<file path="src/sv/assert_macros.svh">
// Assertion macros used by the converter RTL
`ifndef ASSERT_MACROS_SVH
`define ASSERT_MACROS_SVH
`ifndef SYNTHESIS
`define ASSERT_IMPLY(label, clk, rst, pre, post, msg) \
   label: assert property (@(posedge clk) disable iff (rst) (pre) |-> (post)) else $error(msg);
`define ASSERT_NEXT(label, clk, rst, pre, post, msg) \
   label: assert property (@(posedge clk) disable iff (rst) (pre) |=> (post)) else $error(msg);
`else
`define ASSERT_IMPLY(label, clk, rst, pre, post, msg)
`define ASSERT_NEXT(label, clk, rst, pre, post, msg)
`endif
`endif

</file>
<file path="src/sv/ryc_pkg.sv">
// Types, widths and coefficient matrices of the RGB/YIQ converter
package ryc_pkg;

   localparam int COMP_W     = 18;
   localparam int COEF_W     = 16;
   localparam int PROD_W     = COMP_W + COEF_W;
   localparam int SUM_W      = PROD_W + 2;
   localparam int FRAC_SHIFT = 14;
   localparam int QUOT_W     = SUM_W - FRAC_SHIFT;
   localparam int BYTE_W     = 8;
   localparam int NUM_COMP   = 3;
   localparam int CSR_ADDR_W = 3;
   localparam int CSR_DATA_W = 32;

   typedef logic signed [COMP_W-1:0] comp_type;
   typedef logic signed [COEF_W-1:0] coef_type;
   typedef logic signed [PROD_W-1:0] prod_type;
   typedef logic signed [SUM_W-1:0]  sum_type;
   typedef logic signed [QUOT_W-1:0] quot_type;
   typedef logic [BYTE_W-1:0]        byte_type;

   typedef coef_type matrix_type [NUM_COMP][NUM_COMP];

   typedef enum logic {
      DIR_TO_YIQ = 1'b0,
      DIR_TO_RGB = 1'b1
   } dir_type;

   localparam logic REG_DIRECTION = 1'b0;

   localparam matrix_type TO_YIQ = '{
      '{ 16'sd4899,  16'sd9617,  16'sd1868},
      '{ 16'sd9760, -16'sd4497, -16'sd5264},
      '{ 16'sd3464, -16'sd8562,  16'sd5098}
   };

   localparam matrix_type TO_RGB = '{
      '{16'sd16384,  16'sd15668,  16'sd10174},
      '{16'sd16384, -16'sd4458,  -16'sd10607},
      '{16'sd16384, -16'sd18137,  16'sd27928}
   };

   localparam sum_type  ROUND_BIAS = sum_type'(2 ** (FRAC_SHIFT - 1));
   localparam quot_type OUT_MAX    = quot_type'((2 ** (COMP_W - 1)) - 1);
   localparam quot_type OUT_MIN    = quot_type'(-(2 ** (COMP_W - 1)));
   localparam comp_type BYTE_TOP   = comp_type'(255 * 256);
   localparam byte_type BYTE_MAX   = byte_type'(255);

endpackage

</file>
<file path="src/sv/rgb_yiq_color_converter.sv">
// Pixel converter between RGB and YIQ in Q10.8 with Q2.14 matrix coefficients.
// Pixels pass a multiply, an add and an output register, one pixel per clock
// sustained while rsp_tready is high: the multiply register holds nine 18x16
// products, the add register the three rounded row sums, the output register
// the saturated and byte-clamped results. Each register advances on its own
// when the next one is empty or moving, so bubbles close up under backpressure.
// The direction register (addresses 0 to 3, bit 0: 0 RGB to YIQ, 1 YIQ to RGB)
// is sampled as a pixel enters; change it only while the pipeline is empty.
`include "assert_macros.svh"

module rgb_yiq_color_converter
   import ryc_pkg::*;
(
   input  logic                  clock,
   input  logic                  reset,
   input  logic                  req_tvalid,
   output logic                  req_tready,
   // [17:0] first_component, [35:18] second_component, [53:36] third_component
   input  logic [55:0]           req_tdata,
   input  logic                  req_tlast,
   output logic                  rsp_tvalid,
   input  logic                  rsp_tready,
   // [17:0] out_first, [35:18] out_second, [53:36] out_third,
   // [61:54] first_byte, [69:62] second_byte, [77:70] third_byte
   output logic [79:0]           rsp_tdata,
   output logic                  rsp_tlast,
   input  logic                  csr_psel,
   input  logic                  csr_penable,
   input  logic                  csr_pwrite,
   input  logic [CSR_ADDR_W-1:0] csr_paddr,
   input  logic [CSR_DATA_W-1:0] csr_pwdata,
   output logic [CSR_DATA_W-1:0] csr_prdata,
   output logic                  csr_pready
);

   dir_type  dir_ff, dir_in;
   logic     csr_write;

   logic     mul_valid_ff, add_valid_ff, out_valid_ff;
   logic     mul_last_ff, add_last_ff, out_last_ff;
   logic     mul_en, add_en, out_en;

   comp_type comp      [NUM_COMP];
   prod_type prod_in   [NUM_COMP][NUM_COMP];
   prod_type prod_ff   [NUM_COMP][NUM_COMP];
   sum_type  sum_in    [NUM_COMP];
   sum_type  sum_ff    [NUM_COMP];
   comp_type res_in    [NUM_COMP];
   comp_type res_ff    [NUM_COMP];
   byte_type byte_in   [NUM_COMP];
   byte_type byte_ff   [NUM_COMP];

   // configuration port
   assign csr_pready = 1'b1;
   assign csr_write  = csr_psel && csr_penable && csr_pwrite && csr_pready
                       && (csr_paddr[CSR_ADDR_W-1] == REG_DIRECTION);
   assign csr_prdata = {{(CSR_DATA_W-1){1'b0}}, dir_ff};

   always_comb begin
      dir_in = dir_ff;
      if (csr_write) begin
         dir_in = dir_type'(csr_pwdata[0]);
      end
   end

   // pipeline flow control
   assign out_en     = !out_valid_ff || rsp_tready;
   assign add_en     = !add_valid_ff || out_en;
   assign mul_en     = !mul_valid_ff || add_en;
   assign req_tready = mul_en;

   assign comp[0] = comp_type'(req_tdata[COMP_W-1:0]);
   assign comp[1] = comp_type'(req_tdata[2*COMP_W-1:COMP_W]);
   assign comp[2] = comp_type'(req_tdata[3*COMP_W-1:2*COMP_W]);

   always_comb begin
      for (int r = 0; r < NUM_COMP; r++) begin
         for (int c = 0; c < NUM_COMP; c++) begin
            if (dir_ff == DIR_TO_RGB) begin
               prod_in[r][c] = prod_type'(TO_RGB[r][c]) * prod_type'(comp[c]);
            end else begin
               prod_in[r][c] = prod_type'(TO_YIQ[r][c]) * prod_type'(comp[c]);
            end
         end
      end
   end

   always_comb begin
      for (int r = 0; r < NUM_COMP; r++) begin
         sum_in[r] = sum_type'(prod_ff[r][0]) + sum_type'(prod_ff[r][1])
                   + sum_type'(prod_ff[r][2]) + ROUND_BIAS;
      end
   end

   always_comb begin
      quot_type q;
      for (int r = 0; r < NUM_COMP; r++) begin
         q = quot_type'(sum_ff[r][SUM_W-1:FRAC_SHIFT]);
         if (q > OUT_MAX) begin
            res_in[r] = comp_type'(OUT_MAX);
         end else if (q < OUT_MIN) begin
            res_in[r] = comp_type'(OUT_MIN);
         end else begin
            res_in[r] = comp_type'(q);
         end
         if (res_in[r] < 0) begin
            byte_in[r] = '0;
         end else if (res_in[r] >= BYTE_TOP) begin
            byte_in[r] = BYTE_MAX;
         end else begin
            byte_in[r] = res_in[r][BYTE_W+7:8];
         end
      end
   end

   always_ff @(posedge clock) begin
      if (reset) begin
         dir_ff       <= DIR_TO_YIQ;
         mul_valid_ff <= 1'b0;
         add_valid_ff <= 1'b0;
         out_valid_ff <= 1'b0;
      end else begin
         dir_ff <= dir_in;
         if (mul_en) begin
            mul_valid_ff <= req_tvalid;
         end
         if (add_en) begin
            add_valid_ff <= mul_valid_ff;
         end
         if (out_en) begin
            out_valid_ff <= add_valid_ff;
         end
      end
   end

   always_ff @(posedge clock) begin
      if (mul_en) begin
         prod_ff     <= prod_in;
         mul_last_ff <= req_tlast;
      end
      if (add_en) begin
         sum_ff      <= sum_in;
         add_last_ff <= mul_last_ff;
      end
      if (out_en) begin
         res_ff      <= res_in;
         byte_ff     <= byte_in;
         out_last_ff <= add_last_ff;
      end
   end

   assign rsp_tvalid = out_valid_ff;
   assign rsp_tlast  = out_last_ff;
   assign rsp_tdata  = {2'b00, byte_ff[2], byte_ff[1], byte_ff[0],
                        res_ff[2], res_ff[1], res_ff[0]};

   `ASSERT_NEXT(a_accept_fills, clock, reset, req_tvalid && req_tready, mul_valid_ff, "accepted beat dropped")
   `ASSERT_NEXT(a_held_result, clock, reset, out_valid_ff && !rsp_tready, out_valid_ff && $stable(res_ff[0]), "waiting result lost")
   `ASSERT_IMPLY(a_byte_neg, clock, reset, out_valid_ff && res_ff[0][COMP_W-1], byte_ff[0] == '0, "negative result gives nonzero byte")

endmodule

</file>
<file path="config.mk">
export PLATFORM = sky130hd
export DESIGN_NAME = rgb_yiq_color_converter
export DESIGN_NICKNAME = d
export VERILOG_FILES = /design/src/sv/ryc_pkg.sv /design/src/sv/rgb_yiq_color_converter.sv
export VERILOG_INCLUDE_DIRS = /design/src /design/src/sv
export SDC_FILE = /design/constraint.sdc
export NUM_CORES = 2
export LEC_CHECK = 0
export BUFFER_PORTS_ARGS = -buffer_cell sky130_fd_sc_hd__buf_4
export CAP_MARGIN = 20
export CORE_ASPECT_RATIO = 0.5
export CORE_MARGIN = 5
export CORE_UTILIZATION = 50
export CTS_BUF_LIST = sky130_fd_sc_hd__clkbuf_4 sky130_fd_sc_hd__clkbuf_8 sky130_fd_sc_hd__clkbuf_16
export DETAILED_ROUTE_END_ITERATION = 8
export PLACE_DENSITY = 0.66
export SLEW_MARGIN = 30
export SYNTH_ARGS = -nofsm -noshare
export SYNTH_HDL_FRONTEND = slang
export SYNTH_SLANG_ARGS = --single-unit
</file>
<file path="constraint.sdc">
create_clock -name clock -period 25.8 [get_ports clock]
set_clock_uncertainty 0.15 [all_clocks]
set_input_delay 3.87 -clock clock [delete_from_list [all_inputs] [get_ports clock]]
set_output_delay 3.87 -clock clock [all_outputs]
set_load 0.02 [all_outputs]
</file>
==> impl_metrics.py <==
metrics = {
    "clock_tree": {
        "clock-sinks": 426,
        "clock_latency_ps": 680,
        "clk_path_buf_depth": 3,
        "postCtsResizedCells": 0,
        "cts_tree": "done",
        "root_buffer": "clkbuf_16",
        "cts-buffers-inserted": 46,
        "postCtsHoldBufs": 0,
        "htreeDepth": 2,
        "post_cts_buffers": 0,
        "path_clk_slew_ps": 70,
    },
    "drt": {
        "avgRoutedWirePerCell_um": 26.0,
        "routed_wl_mm": 277,
        "dr_wl_met3_mm": 35.0,
        "wl_met1_mm": 123,
        "drc": 0,
        "top_layer_used": "met5",
        "dr_wl_met2_mm": 110,
        "via_per_inst": 5.65,
        "vias": 60200,
        "drt_iter0_markers": 6072,
        "dr.pass1.iters": 6,
        "ant_nets": 0,
    },
    "global_routing": {
        "grt_use_total": 0.317,
        "grt_max_degree": 129,
        "grt_overflow": 0,
        "antenna_found_initial": 36,
        "grt_pass1_wl_mm": 407,
        "grt_pass1_vias": 60300,
    },
    "die": {
        "die_area_um2": 175000,
        "start_util": 0.506,
        "num_io_pins": 215,
        "die_h_um": 299,
        "core_um2": 165000,
        "row_count": 105,
        "die_w_um": 587,
    },
    "logic_synthesis": {
        "ys_dominant_reg_cell": "edfxtp_1",
        "syn-instance-count": 8253,
        "yosysSeqAreaShare": 0.153,
        "synth_edf_count": 422,
        "synth_area_um2": 83300,
        "synthArstFlopShare": 0,
        "ys_ff_latch": 426,
        "syn_avg_cell_area_um2": 10.1,
        "ys_types": 95,
        "ys_warn_count": 0,
    },
    "timing": {
        "setup_viol": 0,
        "finalHoldViolCount": 0,
        "fmax_mhz": 86.6,
        "fin_tns_setup_ps": 0,
        "drv_slew": 0,
        "worst_pin_slew_ps": 1290,
        "fin_crit_ps": 11550,
        "finalCritPeriodShare": 0.448,
        "max_slew_margin": 0.140,
        "rsz0062_at_grt": "false",
    },
    "setup_path": {
        "worstPathArrival_ps": 11750,
        "end_kind": "flop",
        "critPathLaunchType": "primary input",
        "critPathKind": "primary input to flop",
        "crit_fanout": 20,
        "critPathRequiredTime_ps": 26000,
    },
    "hold_path": {
        "min_path_type": "flop to flop",
    },
    "layout": {
        "finalNetCount": 11200,
        "synthToLayoutAreaGrowth_pct": 6.54,
        "fill_cells": 15000,
        "drive_gt1_frac": 0.0445,
    },
    "placement": {
        "hpwl_mm": 236,
        "numPortBuffers": 145,
        "routabilityCongestion": 1.03,
    },
    "flow_run": {
        "maxCapViolCount": 0,
    },
    "status": {
        "status": "finished clean",
    },
}
[layer usage]
layer | track usage | vias to the layer above
li1 | - | 27000
met1 | 0.471 | 30100
met2 | 0.442 | 2628
met3 | 0.105 | 348
met4 | 0.0807 | 22
met5 | 0 | -
[path summary, 6_finish.rpt]
path                  to     startpoint  slack [ps]  cells after the start
max          prod_ff[66]  req_tdata[34]       14250                     23
min reg2reg  add_last_ff    mul_last_ff         260                      0
max reg2reg   sum_ff[99]   prod_ff[284]       20560                     12
min          add_last_ff    mul_last_ff         260                      0
[stage by stage]
stage | utilization | hold WS (ps) | cells | setup WS [ps] | instance area, um2
global placement | 0.529 | 254 | 10600 | 13670 | 87100
detailed placement | 0.529 | 258 | 10600 | 13760 | 87100
floorplan | - | 250 | 8285 | 11780 | 83400
CTS | 0.538 | 263 | 10600 | 14400 | 88600
global route | 0.538 | 271 | 10600 | 14160 | 88700
finish | 0.539 | 263 | 10600 | 14250 | 88700
[final cells by class]
| cell class | count | area, um2 | area share |
|---|---|---|---|
| Tap cell | 2193 | 2740 | 0.0309 |
| Sequential cell | 426 | 12800 | 0.144 |
| Multi-Input combinational cell | 5653 | 62400 | 0.703 |
| Inverter | 2088 | 7840 | 0.0884 |
| Clock inverter | 26 | 280 | 0.00316 |
| Timing Repair Buffer | 192 | 1480 | 0.0167 |
| Clock buffer | 55 | 1220 | 0.0137 |
| Antenna cell | 12 | 30.0 | 0.000338 |
[worst max-delay path, cell delays in order]
cell	delay [ps]
buf_4	400
inv_1	410
ha_1	690
inv_1	310
ha_1	360
inv_1	50
fa_1	490
inv_1	60
fa_1	510
fa_1	510
inv_1	70
fa_1	480
inv_1	40
ha_1	330
a211o_1	320
a211oi_1	420
o311ai_2	360
a221oi_1	850
o21ai_1	360
o221ai_1	430
o21ai_1	160
xnor2_1	160
mux2i_1	90
[cells by family (layout without fill, tap and decap cells)]
family	after synthesis	in the layout	synth area share
adders and majority gates	2728	2728	0.528
xor gates and xnor gates	438	438	0.0461
muxes	43	43	0.00545
AOI/OAI and AO/OA	1377	1377	0.106
DFF	426	426	0.153
other	2	46	0.0000902
and+or+nand+nor	1033	1033	0.0593
buffers and inverters	2206	2361	0.101
[cell usage in the layout (no fill, tap or decap), types with 21 or more instances in the layout]
cell / netlist / layout
nand3_1: 68 / 68
xor2_1: 179 / 177
nor3_1: 81 / 81
o21bai_1: 53 / 53
nor2_1: 287 / 285
o21a_1: 102 / 102
o211ai_1: 22 / 22
mux2i_1: 24 / 23
edfxtp_1: 422 / 422
a31oi_1: 49 / 49
o31ai_1: 30 / 30
or3_1: 31 / 31
and3_1: 40 / 40
nor2b_1: 60 / 60
clkbuf_16: 0 / 46
o21ai_1: 44 / 52
or2_2: 21 / 21
buf_4: 35 / 188
xnor2_1: 259 / 250
nand2b_1: 59 / 59
a21oi_1: 390 / 386
a21o_1: 207 / 207
fa_1: 1316 / 1316
a211oi_1: 47 / 47
and2_1: 22 / 22
o21ai_0: 261 / 253
nand4_1: 38 / 38
conb_1: 2 / 34
nand2_1: 272 / 271
inv_1: 2086 / 2082
ha_1: 1412 / 1412
[synthesized netlist by cell type (21+ instances only)]
| cell | count | area share |
|---|---|---|
| inv_1 | 2086 | 0.094 |
| ha_1 | 1412 | 0.21 |
| fa_1 | 1316 | 0.32 |
| edfxtp_1 | 422 | 0.15 |
| a21oi_1 | 390 | 0.023 |
| nor2_1 | 287 | 0.013 |
| nand2_1 | 272 | 0.012 |
| o21ai_0 | 261 | 0.016 |
| xnor2_1 | 259 | 0.027 |
| a21o_1 | 207 | 0.019 |
| xor2_1 | 179 | 0.019 |
| o21a_1 | 102 | 0.0092 |
| nor3_1 | 81 | 0.0049 |
| clkbuf_1 | 70 | 0.0032 |
| nand3_1 | 68 | 0.0041 |
| nor2b_1 | 60 | 0.0045 |
| nand2b_1 | 59 | 0.0044 |
| o21bai_1 | 53 | 0.0048 |
| a31oi_1 | 49 | 0.0037 |
| a211oi_1 | 47 | 0.0042 |
| o21ai_1 | 44 | 0.0026 |
| and3_1 | 40 | 0.0030 |
| nand4_1 | 38 | 0.0029 |
| buf_4 | 35 | 0.0032 |
| or3_1 | 31 | 0.0023 |
| o31ai_1 | 30 | 0.0027 |
| mux2i_1 | 24 | 0.0029 |
| and2_1 | 22 | 0.0017 |
| o211ai_1 | 22 | 0.0020 |
| or2_2 | 21 | 0.0016 |
[state kept, by name, summed over array words and instances (netlist names)]
register	flops
prod_ff	275
rsp_tdata	78
sum_ff	66
add_last_ff	1
add_valid_ff	1
dir_ff	1
mul_last_ff	1
mul_valid_ff	1
rsp_tlast	1
rsp_tvalid	1
Power is not shown: default switching activity piles up to over one toggle a cycle in this logic, so the estimate is an artifact.
